$ cat src/rtl/esbc_pkg.sv
// Shared types, constants and helper functions for the epoch-seconds to BCD calendar core.
// Used by every module under rtl; depends on nothing.

package esbc_pkg;

	localparam int unsigned NUM_STAGES = 8;

	typedef logic [NUM_STAGES:1] stage_en_t;

	// Counts for 2000-01-01 00:00:00 and 2100-01-01 00:00:00.
	localparam logic [31:0] EPOCH_LO = 32'd946684800;
	localparam logic [31:0] EPOCH_HI = 32'd4102444800;

	// Day split: seconds / 86400 = (seconds >> 7) / 675.
	localparam logic [25:0] DAY_RECIP       = 26'd50903317;
	localparam int unsigned DAY_RECIP_SHIFT = 35;
	localparam logic [9:0]  DAY_SECS_DIV128 = 10'd675;

	// Day number of 1996-03-01, start of the four-year cycle used below.
	localparam logic [15:0] DAY_BASE = 16'd9556;

	localparam logic [16:0] CYCLE_RECIP       = 17'd91868;
	localparam int unsigned CYCLE_RECIP_SHIFT = 27;
	localparam logic [15:0] DAYS_PER_CYCLE    = 16'd1461;
	localparam logic [10:0] DAYS_PER_YEAR     = 11'd365;

	// Hour split: x / 3600 = (x >> 4) / 225; minute split: r / 60 = (r >> 2) / 15.
	localparam logic [13:0] HOUR_RECIP       = 14'd9321;
	localparam int unsigned HOUR_RECIP_SHIFT = 21;
	localparam logic [16:0] HOUR_SECS        = 17'd3600;
	localparam logic [10:0] MIN_RECIP        = 11'd1093;
	localparam int unsigned MIN_RECIP_SHIFT  = 14;
	localparam logic [11:0] MIN_SECS         = 12'd60;

	// First day of each month within a year that starts on 1 March.
	function automatic logic [8:0] month_start(input logic [3:0] mp);
		logic [8:0] start;
		unique case (mp)
			4'd0: start = 9'd0;
			4'd1: start = 9'd31;
			4'd2: start = 9'd61;
			4'd3: start = 9'd92;
			4'd4: start = 9'd122;
			4'd5: start = 9'd153;
			4'd6: start = 9'd184;
			4'd7: start = 9'd214;
			4'd8: start = 9'd245;
			4'd9: start = 9'd275;
			4'd10: start = 9'd306;
			4'd11: start = 9'd337;
			default: start = 9'd0;
		endcase
		return start;
	endfunction

	// Two packed BCD digits of a value below one hundred.
	function automatic logic [7:0] bcd2(input logic [6:0] v);
		logic [17:0] p;
		logic [3:0]  tens;
		logic [6:0]  units;
		p     = 18'(v) * 18'd205;
		tens  = p[14:11];
		units = v - 7'(tens) * 7'd10;
		return {tens, units[3:0]};
	endfunction

endpackage

$ cat src/rtl/esbc_split.sv
// Stages one to three: splits the second count into a day number and the seconds of the day.
// Depends on esbc_pkg.

module esbc_split (
	input  logic                clk,
	input  esbc_pkg::stage_en_t adv,
	input  logic [31:0]         epoch_seconds,
	output logic [16:0]         day_secs_s3,
	output logic [15:0]         cycle_day_s3
);

	logic [50:0] day_prod;
	logic [15:0] days_s1;
	logic [24:0] n_s1;
	logic [6:0]  lo_s1;
	logic [25:0] back_prod;
	logic [15:0] days_s2;
	logic [24:0] n_s2;
	logic [24:0] prod_s2;
	logic [6:0]  lo_s2;
	logic [24:0] rem;

	assign day_prod = 51'(epoch_seconds[31:7]) * 51'(esbc_pkg::DAY_RECIP);

	always_ff @(posedge clk) begin
		if (adv[1]) begin
			days_s1 <= day_prod[esbc_pkg::DAY_RECIP_SHIFT +: 16];
			n_s1    <= epoch_seconds[31:7];
			lo_s1   <= epoch_seconds[6:0];
		end
	end

	assign back_prod = 26'(days_s1) * 26'(esbc_pkg::DAY_SECS_DIV128);

	always_ff @(posedge clk) begin
		if (adv[2]) begin
			prod_s2 <= back_prod[24:0];
			days_s2 <= days_s1;
			n_s2    <= n_s1;
			lo_s2   <= lo_s1;
		end
	end

	assign rem = n_s2 - prod_s2;

	always_ff @(posedge clk) begin
		if (adv[3]) begin
			day_secs_s3  <= {rem[9:0], lo_s2};
			cycle_day_s3 <= days_s2 - esbc_pkg::DAY_BASE;
		end
	end

endmodule

$ cat src/rtl/esbc_hms.sv
// Stages four to seven of the time path: hour, minute and second from the seconds of the day.
// Depends on esbc_pkg.

module esbc_hms (
	input  logic                clk,
	input  esbc_pkg::stage_en_t adv,
	input  logic [16:0]         day_secs_s3,
	output logic [4:0]          hour_s7,
	output logic [5:0]          minute_s7,
	output logic [5:0]          second_s7
);

	logic [26:0] hour_prod;
	logic [4:0]  hour_s4;
	logic [16:0] secs_s4;
	logic [16:0] hour_back;
	logic [16:0] hour_rem;
	logic [4:0]  hour_s5;
	logic [11:0] rem_s5;
	logic [20:0] min_prod;
	logic [4:0]  hour_s6;
	logic [11:0] rem_s6;
	logic [5:0]  minute_s6;
	logic [11:0] min_back;
	logic [11:0] sec_rem;

	assign hour_prod = 27'(day_secs_s3[16:4]) * 27'(esbc_pkg::HOUR_RECIP);

	always_ff @(posedge clk) begin
		if (adv[4]) begin
			hour_s4 <= hour_prod[esbc_pkg::HOUR_RECIP_SHIFT +: 5];
			secs_s4 <= day_secs_s3;
		end
	end

	assign hour_back = 17'(hour_s4) * esbc_pkg::HOUR_SECS;
	assign hour_rem  = secs_s4 - hour_back;

	always_ff @(posedge clk) begin
		if (adv[5]) begin
			hour_s5 <= hour_s4;
			rem_s5  <= hour_rem[11:0];
		end
	end

	assign min_prod = 21'(rem_s5[11:2]) * 21'(esbc_pkg::MIN_RECIP);

	always_ff @(posedge clk) begin
		if (adv[6]) begin
			hour_s6   <= hour_s5;
			rem_s6    <= rem_s5;
			minute_s6 <= min_prod[esbc_pkg::MIN_RECIP_SHIFT +: 6];
		end
	end

	assign min_back = 12'(minute_s6) * esbc_pkg::MIN_SECS;
	assign sec_rem  = rem_s6 - min_back;

	always_ff @(posedge clk) begin
		if (adv[7]) begin
			hour_s7   <= hour_s6;
			minute_s7 <= minute_s6;
			second_s7 <= sec_rem[5:0];
		end
	end

endmodule

$ cat src/rtl/esbc_date.sv
// Stages four to seven of the date path: year, month and day from the day count since 1996-03-01.
// Depends on esbc_pkg.

module esbc_date (
	input  logic                clk,
	input  esbc_pkg::stage_en_t adv,
	input  logic [15:0]         cycle_day_s3,
	output logic [6:0]          year_s7,
	output logic [3:0]          month_s7,
	output logic [4:0]          day_s7
);

	logic [32:0] cycle_prod;
	logic [4:0]  cycle_s4;
	logic [15:0] nd_s4;
	logic [15:0] cycle_back;
	logic [15:0] cycle_rem;
	logic [4:0]  cycle_s5;
	logic [10:0] r_s5;
	logic [1:0]  yic;
	logic [10:0] doy_full;
	logic [4:0]  cycle_s6;
	logic [1:0]  yic_s6;
	logic [8:0]  doy_s6;
	logic [3:0]  mp;
	logic [8:0]  dom;
	logic [3:0]  month;
	logic [7:0]  year;

	assign cycle_prod = 33'(cycle_day_s3) * 33'(esbc_pkg::CYCLE_RECIP);

	always_ff @(posedge clk) begin
		if (adv[4]) begin
			cycle_s4 <= cycle_prod[esbc_pkg::CYCLE_RECIP_SHIFT +: 5];
			nd_s4    <= cycle_day_s3;
		end
	end

	assign cycle_back = 16'(cycle_s4) * esbc_pkg::DAYS_PER_CYCLE;
	assign cycle_rem  = nd_s4 - cycle_back;

	always_ff @(posedge clk) begin
		if (adv[5]) begin
			cycle_s5 <= cycle_s4;
			r_s5     <= cycle_rem[10:0];
		end
	end

	always_comb begin
		priority if (r_s5 >= 11'd1095) begin
			yic = 2'd3;
		end else if (r_s5 >= 11'd730) begin
			yic = 2'd2;
		end else if (r_s5 >= 11'd365) begin
			yic = 2'd1;
		end else begin
			yic = 2'd0;
		end
		doy_full = r_s5 - 11'(yic) * esbc_pkg::DAYS_PER_YEAR;
	end

	always_ff @(posedge clk) begin
		if (adv[6]) begin
			cycle_s6 <= cycle_s5;
			yic_s6   <= yic;
			doy_s6   <= doy_full[8:0];
		end
	end

	always_comb begin
		mp = 4'd0;
		for (int k = 1; k < 12; k++) begin
			if (doy_s6 >= esbc_pkg::month_start(4'(k))) begin
				mp = mp + 4'd1;
			end
		end
		dom   = doy_s6 - esbc_pkg::month_start(mp) + 9'd1;
		month = (mp < 4'd10) ? mp + 4'd3 : mp - 4'd9;
		year  = {1'b0, cycle_s6, 2'b00} + 8'(yic_s6) + 8'(mp >= 4'd10) - 8'd4;
	end

	always_ff @(posedge clk) begin
		if (adv[7]) begin
			year_s7  <= year[6:0];
			month_s7 <= month;
			day_s7   <= dom[4:0];
		end
	end

endmodule

$ cat src/rtl/epoch_seconds_to_bcd_calendar_core.sv
// Top level of the epoch-seconds to BCD calendar core: stage control, range check and BCD output.
// Depends on esbc_pkg, esbc_split, esbc_hms and esbc_date.
//
//   Channel  Handshake                   Payload
//   item     item_valid / item_ready     epoch_seconds
//   result   result_valid / result_ready year_bcd, month_bcd, day_bcd, hour_bcd,
//                                        minute_bcd, second_bcd, out_of_range
//
// A transaction accepted at one edge passes through the eight register stages before it shows as a
// valid result, and one transaction can enter in every cycle unless a result that waits to be taken
// stalls the full pipeline.
// Reset clears the stage valid bits only.
// Each stage holds while its successor is full and stalled, so empty stages still
// fill while a finished result waits to be taken.

module epoch_seconds_to_bcd_calendar_core (
	input  logic        clk,
	input  logic        arst_n,
	input  logic        item_valid,
	output logic        item_ready,
	input  logic [31:0] epoch_seconds,
	output logic        result_valid,
	input  logic        result_ready,
	output logic [7:0]  year_bcd,
	output logic [4:0]  month_bcd,
	output logic [5:0]  day_bcd,
	output logic [5:0]  hour_bcd,
	output logic [6:0]  minute_bcd,
	output logic [6:0]  second_bcd,
	output logic        out_of_range
);

	localparam int unsigned N = esbc_pkg::NUM_STAGES;

	esbc_pkg::stage_en_t adv;
	logic [N:1]          valid_q;
	logic [N-1:1]        oor_q;
	logic [16:0]         day_secs_s3;
	logic [15:0]         cycle_day_s3;
	logic [4:0]          hour_s7;
	logic [5:0]          minute_s7;
	logic [5:0]          second_s7;
	logic [6:0]          year_s7;
	logic [3:0]          month_s7;
	logic [4:0]          day_s7;
	logic [7:0]          year_s8;
	logic [4:0]          month_s8;
	logic [5:0]          day_s8;
	logic [5:0]          hour_s8;
	logic [6:0]          minute_s8;
	logic [6:0]          second_s8;
	logic                oor_s8;
	logic [7:0]          year_b;
	logic [7:0]          month_b;
	logic [7:0]          day_b;
	logic [7:0]          hour_b;
	logic [7:0]          minute_b;
	logic [7:0]          second_b;

	always_comb begin
		adv[N] = result_ready | ~valid_q[N];
		for (int k = N - 1; k >= 1; k--) begin
			adv[k] = adv[k + 1] | ~valid_q[k];
		end
	end

	assign item_ready = adv[1];

	always_ff @(posedge clk or negedge arst_n) begin
		if (!arst_n) begin
			valid_q <= '0;
		end else begin
			if (adv[1]) begin
				valid_q[1] <= item_valid;
			end
			for (int k = 2; k <= N; k++) begin
				if (adv[k]) begin
					valid_q[k] <= valid_q[k - 1];
				end
			end
		end
	end

	always_ff @(posedge clk) begin
		if (adv[1]) begin
			oor_q[1] <= (epoch_seconds < esbc_pkg::EPOCH_LO) ||
				(epoch_seconds >= esbc_pkg::EPOCH_HI);
		end
		for (int k = 2; k <= N - 1; k++) begin
			if (adv[k]) begin
				oor_q[k] <= oor_q[k - 1];
			end
		end
	end

	esbc_split u_split (
		.clk           (clk),
		.adv           (adv),
		.epoch_seconds (epoch_seconds),
		.day_secs_s3   (day_secs_s3),
		.cycle_day_s3  (cycle_day_s3)
	);

	esbc_hms u_hms (
		.clk         (clk),
		.adv         (adv),
		.day_secs_s3 (day_secs_s3),
		.hour_s7     (hour_s7),
		.minute_s7   (minute_s7),
		.second_s7   (second_s7)
	);

	esbc_date u_date (
		.clk          (clk),
		.adv          (adv),
		.cycle_day_s3 (cycle_day_s3),
		.year_s7      (year_s7),
		.month_s7     (month_s7),
		.day_s7       (day_s7)
	);

	assign year_b   = esbc_pkg::bcd2(year_s7);
	assign month_b  = esbc_pkg::bcd2(7'(month_s7));
	assign day_b    = esbc_pkg::bcd2(7'(day_s7));
	assign hour_b   = esbc_pkg::bcd2(7'(hour_s7));
	assign minute_b = esbc_pkg::bcd2(7'(minute_s7));
	assign second_b = esbc_pkg::bcd2(7'(second_s7));

	always_ff @(posedge clk) begin
		if (adv[N]) begin
			oor_s8 <= oor_q[N - 1];
			if (oor_q[N - 1]) begin
				year_s8   <= '0;
				month_s8  <= '0;
				day_s8    <= '0;
				hour_s8   <= '0;
				minute_s8 <= '0;
				second_s8 <= '0;
			end else begin
				year_s8   <= year_b;
				month_s8  <= month_b[4:0];
				day_s8    <= day_b[5:0];
				hour_s8   <= hour_b[5:0];
				minute_s8 <= minute_b[6:0];
				second_s8 <= second_b[6:0];
			end
		end
	end

	assign result_valid = valid_q[N];
	assign year_bcd     = year_s8;
	assign month_bcd    = month_s8;
	assign day_bcd      = day_s8;
	assign hour_bcd     = hour_s8;
	assign minute_bcd   = minute_s8;
	assign second_bcd   = second_s8;
	assign out_of_range = oor_s8;

`ifndef SYNTHESIS
	a_oor_zero: assert property (@(posedge clk) disable iff (!arst_n)
		result_valid && out_of_range |-> year_bcd == 8'd0 && month_bcd == 5'd0 &&
			day_bcd == 6'd0 && hour_bcd == 6'd0 && minute_bcd == 7'd0 &&
			second_bcd == 7'd0)
		else $error("out-of-range result carries non-zero fields");

	a_date_nonzero: assert property (@(posedge clk) disable iff (!arst_n)
		result_valid && !out_of_range |-> month_bcd != 5'd0 && day_bcd != 6'd0)
		else $error("in-range result has a zero month or day");

	a_accept_fills: assert property (@(posedge clk) disable iff (!arst_n)
		item_valid && item_ready |=> valid_q[1])
		else $error("accepted transaction did not reach the first stage");

	a_full_when_blocked: assert property (@(posedge clk) disable iff (!arst_n)
		!item_ready |-> &valid_q)
		else $error("input blocked while a stage is empty");
`endif

endmodule
$ cat config.mk
export PLATFORM = sky130hd
export DESIGN_NAME = epoch_seconds_to_bcd_calendar_core
export DESIGN_NICKNAME = d
export VERILOG_FILES = /design/src/rtl/esbc_pkg.sv /design/src/rtl/esbc_split.sv /design/src/rtl/esbc_hms.sv /design/src/rtl/esbc_date.sv /design/src/rtl/epoch_seconds_to_bcd_calendar_core.sv
export SDC_FILE = /design/constraint.sdc
export NUM_CORES = 2
export LEC_CHECK = 0
export ABC_CLOCK_PERIOD_IN_PS = 9800
export BUFFER_PORTS_ARGS = -buffer_cell sky130_fd_sc_hd__buf_4
export CAP_MARGIN = 30
export CORE_AREA = 4 4 311 313
export CTS_CLUSTER_DIAMETER = 80
export DETAILED_ROUTE_END_ITERATION = 10
export DIE_AREA = 0 0 315 317
export PLACE_DENSITY = 0.6
export SETUP_SLACK_MARGIN = 0.1
export SYNTH_ARGS = -nofsm -noshare
export SYNTH_HDL_FRONTEND = slang
export SYNTH_SLANG_ARGS = --single-unit
$ cat constraint.sdc
create_clock -name clk -period 9.8 [get_ports clk]
set_input_delay 1.96 -clock clk [delete_from_list [all_inputs] [get_ports clk]]
set_output_delay 1.96 -clock clk [all_outputs]
set_load 0.05 [all_outputs]
After elaboration in Yosys (flattened, before gate mapping)
Memories as Yosys holds them, arrays and structs flattened.
Cells that the tools add are included.
{"block": "totals", "romBits": 144, "inputBits": 36, "elab_cells": 152, "n_memories": 1, "output_inout_bits": 42, "regBits": 296}
{"name": "(name not given)", "depth": 16, "width": 9, "read_ports": 1, "rd_clocked_by_memory_dff": 0, "write_ports": 0, "line_no": "esbc_pkg.sv:38", "text": "unique case (mp)"}
{"block": "classes", "n_mux": 15, "n_reduce_logical": 1, "n_bitwise": 16, "magnitude_cmp": 18, "n_addsub": 29, "mul": 21}
{"cell": "$mul A25 B26 Y51 const B", "n": 1}
{"cell": "$mux W4", "n": 11}
{"cell": "$add A4 B1 Y4 const B", "n": 9}
{"cell": "$ge A9 B8 Y1 const B", "n": 4}
{"cell": "$ge A32 B32 Y1 const B", "n": 1}
{"cell": "$lt A32 B30 Y1 const B", "n": 1}
{"cell": "$mul A16 B15 Y30 const B", "n": 1}
{"cell": "$mul A6 B8 Y14 const B", "n": 2}
{"cell": "$ge A9 B9 Y1 const B", "n": 3}
{"cell": "$mul A13 B14 Y26 const B", "n": 1}
{"cell": "$mul A5 B8 Y13 const B", "n": 2}
{"cell": "$sub A4 B4 Y4", "n": 6}
{"cell": "$mul A10 B11 Y20 const B", "n": 1}
{"cell": "$ge A9 B7 Y1 const B", "n": 2}
{"cell": "$mul A16 B10 Y10 const B", "n": 1}
{"cell": "$sub A16 B14 Y16 const B", "n": 1}
{"cell": "$mul A7 B8 Y15 const B", "n": 1}
{"cell": "$mul A4 B8 Y12 const B", "n": 1}
{"cell": "$sub A12 B12 Y12", "n": 1}
{"cell": "$ge A11 B10 Y1 const B", "n": 1}
{"cell": "$ge A11 B11 Y1 const B", "n": 1}
{"cell": "$ge A11 B9 Y1 const B", "n": 1}
{"cell": "$mul A5 B11 Y11 const B", "n": 1}
{"cell": "$sub A11 B11 Y11", "n": 1}
{"cell": "27 further kinds", "n": 45}

Longest topological paths before layout
{"block": "logic_depth", "ltp_word": 25, "mapped_depth": 40, "depth_no_buf": 38}

Modules after synthesis
From an unflattened synthesis, not the netlist that was laid out.
{"block": "hier_totals", "hier_cells": 3166, "area_unflattened_um2": 35186.2}
{"module": "esbc_split", "area_each_um2": 14007.2, "n_inst": 1, "seq_area_each_um2": 3243.1, "cells_each": 1255}
{"module": "esbc_date", "area_each_um2": 9464.1, "n_inst": 1, "seq_area_each_um2": 1921.8, "cells_each": 878}
{"module": "esbc_hms", "area_each_um2": 5889.4, "n_inst": 1, "seq_area_each_um2": 2042.0, "cells_each": 492}
{"module": "epoch_seconds_to_bcd_calendar_core", "area_each_um2": 5825.6, "n_inst": 1, "seq_area_each_um2": 1611.5, "cells_each": 541}

Worst setup path before layout
No wires, ideal clock.
{"block": "synth_timing", "kind": "in2reg", "startpoint": "input epoch_seconds[26]", "endpoint": "register u_split.days_s1[13] (data pin)", "arrival_ns": 7.903, "n_path_buf": 0, "path_stages": 22, "setup_slack_ns": 1.702, "t_required_ns": 9.605, "path_cell_list": "fa_1 -> ha_1 -> inv_1 -> fa_1 -> inv_1 -> fa_1 -> inv_1 -> fa_1 -> inv_1 -> fa_1 -> fa_1 -> ha_1 -> a21oi_1 -> o21ai_0 -> a21o_1 -> a21oi_1 -> o21ai_0 -> a22o_1 -> o311ai_0 -> a311oi_1 -> or4b_2 -> o311ai_0"}
{"block": "synth_between", "elab_chain_cells": 1}
{"element": "start, declared", "line_no": "epoch_seconds_to_bcd_calendar_core.sv:21", "text": "input logic [31:0] epoch_seconds,"}
{"element": "$mul A25 B26 Y51", "line_no": "esbc_split.sv:23", "text": "assign day_prod = 51'(epoch_seconds[31:7]) * 51'(esbc_pkg::DAY_RECIP);"}
{"element": "net u_split.day_prod[48]", "line_no": "esbc_split.sv:12", "text": "logic [50:0] day_prod;"}
{"element": "end signal, assigned", "line_no": "esbc_split.sv:27", "text": "days_s1 <= day_prod[esbc_pkg::DAY_RECIP_SHIFT +: 16];"}
{"element": "end, declared", "line_no": "esbc_split.sv:13", "text": "logic [15:0] days_s1;"}
The timed path passes the listed nets, and every way through them passes these cells.
A chain may end at the register's enable or synchronous reset.

Final worst setup path
{"block": "layout_timing", "startpoint": "register u_date.doy_s6[6]", "endpoint": "register u_date.day_s7[4] (data pin)"}
{"block": "layout_between", "elab_chain_cells": 25}
{"element": "start, declared", "line_no": "esbc_date.sv:24", "text": "logic [8:0] doy_s6;"}
{"element": "start signal, assigned", "line_no": "esbc_date.sv:66", "text": "doy_s6 <= doy_full[8:0];"}
{"element": "$ge A9 B5 Y1", "line_no": "esbc_date.sv:73", "text": "if (doy_s6 >= esbc_pkg::month_start(4'(k))) begin"}
{"element": "$mux W1", "line_no": "esbc_date.sv:73"}
{"element": "$add A1 B1 Y2", "line_no": "esbc_date.sv:74", "text": "mp = mp + 4'd1;"}
{"element": "$mux W4", "line_no": "esbc_date.sv:73"}
{"element": "$add A4 B1 Y4", "line_no": "esbc_date.sv:74"}
{"element": "$mux W4", "line_no": "esbc_date.sv:73"}
{"element": "$add A4 B1 Y4", "line_no": "esbc_date.sv:74"}
{"element": "$mux W4", "line_no": "esbc_date.sv:73"}
{"element": "(+10 left out)"}
{"element": "$add A4 B1 Y4", "line_no": "esbc_date.sv:74"}
{"element": "$mux W4", "line_no": "esbc_date.sv:73"}
{"element": "$add A4 B1 Y4", "line_no": "esbc_date.sv:74"}
{"element": "$mux W4 (*)", "line_no": "esbc_date.sv:73"}
{"element": "$mem_v2 Z16 W9 (*)"}
{"element": "$sub A5 B5 Y5 (*)", "line_no": "esbc_date.sv:77", "text": "dom = doy_s6 - esbc_pkg::month_start(mp) + 9'd1;"}
{"element": "$add A5 B1 Y5 (*)", "line_no": "esbc_date.sv:77"}
{"element": "net u_date.dom[4]", "line_no": "esbc_date.sv:26", "text": "logic [8:0] dom;"}
{"element": "end signal, assigned", "line_no": "esbc_date.sv:86", "text": "day_s7 <= dom[4:0];"}
{"element": "end, declared", "line_no": "esbc_date.sv:10", "text": "output logic [4:0] day_s7"}
The timed path passes the listed nets; every way through them passes the cells marked *.

==> flow_summary.toml <==
[run_status]
outcome = "completed"

[floorplan]
start_util = 0.367
io_pins = 78
die_w_um = 315
die_area_um2 = 99900
die_y_um = 317
row_count = 113
core_um2 = 94300

[clock_tree]
cts_made_buffers = 35
hold_buffers = 0
h-tree-depth = 2
clockBufferDepth = 3
root_buffer = "clkbuf_16"
cts.sinks = 295
cts.clk_slew.worst_paths_ns = 0.06
cts_tree = "done"
insertion_delay_ns = 0.55
ctsResizeCount = 0
post_cts_buffers = 0

[drt]
drt_pass1_iterations = 5
post-route-drc-count = 0
ant_nets = 0
drt-initial-drc-count = 804
wl_um = 66300
post_drt_wl_per_cell_um = 15.0
num_vias = 20500
viasPerCell = 4.64

[worst_setup_path]
critical_path_class = "flip-flop to flip-flop"
slowest_stage = "edfxtp_1"
reg2reg_from = "u_date.doy_s6[6]$_DFFE_PP_"
reg2reg_to = "u_date.day_s7[4]$_DFFE_PP_"
required_ns = 10.10
cp_slowest_stage_delay_ns = 0.59
critical_path.most_common_cell = "ha_1"
crit_path_end_kind = "flip-flop"
worstPathMaxFanout = 16
r2r_cells = 34
cp-start-kind = "flip-flop"
arrival_ns = 8.77
r2r_slack_ns = 1.33

[layout]
area_delta_synth_final_pct = 9.73
drive_above_1_share = 0.0563
num_antenna_cells = 0
nets = 4336

[sta]
hold_viol = 0
fmax_ghz = 0.118
slew_viol_final = 0
slew_headroom = 0.407
fin_setup_tns_ns = 0
clock_skew_ns = 0.0229
fin_crit_ns = 8.47
rsz0062_at_grt = "false"
setup_viol = 0
min_period_over_period = 0.864
tightest_slew_ns = 0.889

[logic_synthesis]
synth-seq-cells = 295
synthCells = 3011
async_reset_ff_frac = 0.0271
netlist_area_um2 = 34600
ys.flop_type = "edfxtp_1"
yosysUniqueCellTypes = 81
synth_nets = 4228
yosysSeqAreaShare = 0.255
synth_edf_count = 287
syn_avg_cell_area_um2 = 11.5
synth_warnings = 0

[grt]
grt_overflow = 0
grt_max_degree = 45
grt_pass1_vias = 21600
antenna_found_initial = 2
grt_usage = 0.138
grt_pass1_wl_um = 111000

[flow_run]
maxCapViolations = 0

[hold_path]
hp-start = "u_hms.minute_s6[5]$_DFFE_PP_"
whs_endpoint = "u_hms.minute_s7[5]$_DFFE_PP_"
hold_path.class = "flip-flop to flip-flop"
holdPathStages = 0

[placement]
routabilityCongestion = 0.919
dp_hpwl_um = 56900
portBuffers = 77
==> cell families (layout without fill, tap and decap cells) <==
kind of cell | after synthesis | after routing | synth area share
adders and majority gates | 1181 | 1181 | 0.508
AOI/OAI and AO/OA | 337 | 337 | 0.0647
muxes | 9 | 9 | 0.00278
and+or+nand+nor | 273 | 273 | 0.0403
xor gates and xnor gates | 177 | 177 | 0.0485
buffers and inverters | 739 | 874 | 0.0813
DFF | 295 | 295 | 0.255
==> flip-flops by register name, summed over array words and instances, names as in the netlist, 9 cells and up <==
signal	cells
u_date.doy_s6	9
u_date.nd_s4	11
u_date.r_s5	11
u_hms.rem_s5	12
u_hms.secs_s4	12
u_split.cycle_day_s3	16
u_split.day_secs_s3	17
u_split.days_s1	16
u_split.days_s2	15
u_split.n_s1	10
u_split.n_s2	10
u_split.prod_s2	10
==> cells in the final DEF (no fill, tap or decap), types with 4 or more instances in the layout <==
cell	count
and3_1	7
mux2i_1	6
xnor2_1	114
a21o_1	63
clkbuf_16	36
nand4_1	15
nor3_1	17
bufinv_16	4
clkinv_2	6
clkbuf_1	5
fa_1	371
o21a_1	16
o21bai_1	16
a211oi_1	10
buf_4	84
inv_6	6
o31ai_1	4
inv_1	724
and2_1	6
nor2_1	71
o211ai_1	8
or3_1	4
edfxtp_1	287
nand2b_1	23
nand3_1	11
o21ai_0	57
dfrtp_1	8
nor2b_1	35
xor2_1	54
or2_2	10
a41o_1	8
ha_1	810
nand3_2	4
xnor3_1	5
a31oi_1	10
a21oi_1	94
a21boi_0	5
nand2_1	54
==> Yosys cell counts, types with 35 or more instances <==
| cell type | instances | area share |
|---|---|---|
| fa_1 | 371 | 0.21 |
| nand2_1 | 55 | 0.0060 |
| a21o_1 | 63 | 0.014 |
| ha_1 | 810 | 0.29 |
| edfxtp_1 | 287 | 0.25 |
| xnor2_1 | 114 | 0.029 |
| inv_1 | 724 | 0.079 |
| nor2_1 | 71 | 0.0077 |
| a21oi_1 | 94 | 0.014 |
| nor2b_1 | 35 | 0.0063 |
| o21ai_0 | 57 | 0.0082 |
| xor2_1 | 54 | 0.014 |
==> worst max path at each step <==
stage,startpoint,cells after the start,endpoint
after floorplan,epoch_seconds[26],22,u_split.days_s1[13]$_DFFE_PP_
after global placement,epoch_seconds[26],23,u_split.days_s1[13]$_DFFE_PP_
after detailed placement,epoch_seconds[26],23,u_split.days_s1[13]$_DFFE_PP_
after CTS,u_date.doy_s6[6]$_DFFE_PP_,34,u_date.day_s7[4]$_DFFE_PP_
after global routing,u_date.doy_s6[6]$_DFFE_PP_,34,u_date.day_s7[4]$_DFFE_PP_
final,u_date.doy_s6[6]$_DFFE_PP_,34,u_date.day_s7[4]$_DFFE_PP_
==> layout make-up <==
type / instances / area [µm²]
clock inverter: 20 / 243
timing repair buffer: 85 / 651
sequential: 295 / 8820
inverter: 725 / 2720
multi-input combinational: 1977 / 23000
clock buffer: 44 / 961
fill: 9160 / 56300
tap: 1265 / 1580
==> metal layers <==
layer  global-route usage  part of all wire
met5                    0                 0
met3               0.0194             0.038
met2                0.245              0.49
met4               0.0301             0.022
met1                0.180              0.45
==> per-stage QoR <==
step / setup WS (ns) / hold slack [ns] / instances / util / cell area [µm²]
global placement: 1.06 / 0.401 / 4346 / 0.390 / 36700
floorplan: 1.70 / 0.400 / 3011 / - / 34600
CTS: 1.34 / 0.412 / 4410 / 0.402 / 37900
detailed placement: 0.988 / 0.405 / 4346 / 0.390 / 36700
global route: 0.695 / 0.423 / 4411 / 0.403 / 38000
finish: 1.33 / 0.410 / 4411 / 0.403 / 38000
==> critical path, delay by kind of cell, from the launching register on <==
family	cells	cell delay, ns
AOI/OAI and AO/OA	12	2.72
adders and majority gates	9	2.59
and+or+nand+nor	5	0.88
muxes	2	0.72
xor gates and xnor gates	4	0.61
DFF	1	0.59
buffers and inverters	2	0.09
Power is left out: the tool's default activity adds up to more than one toggle a clock period on the data nets, which glitch-free logic cannot reach.
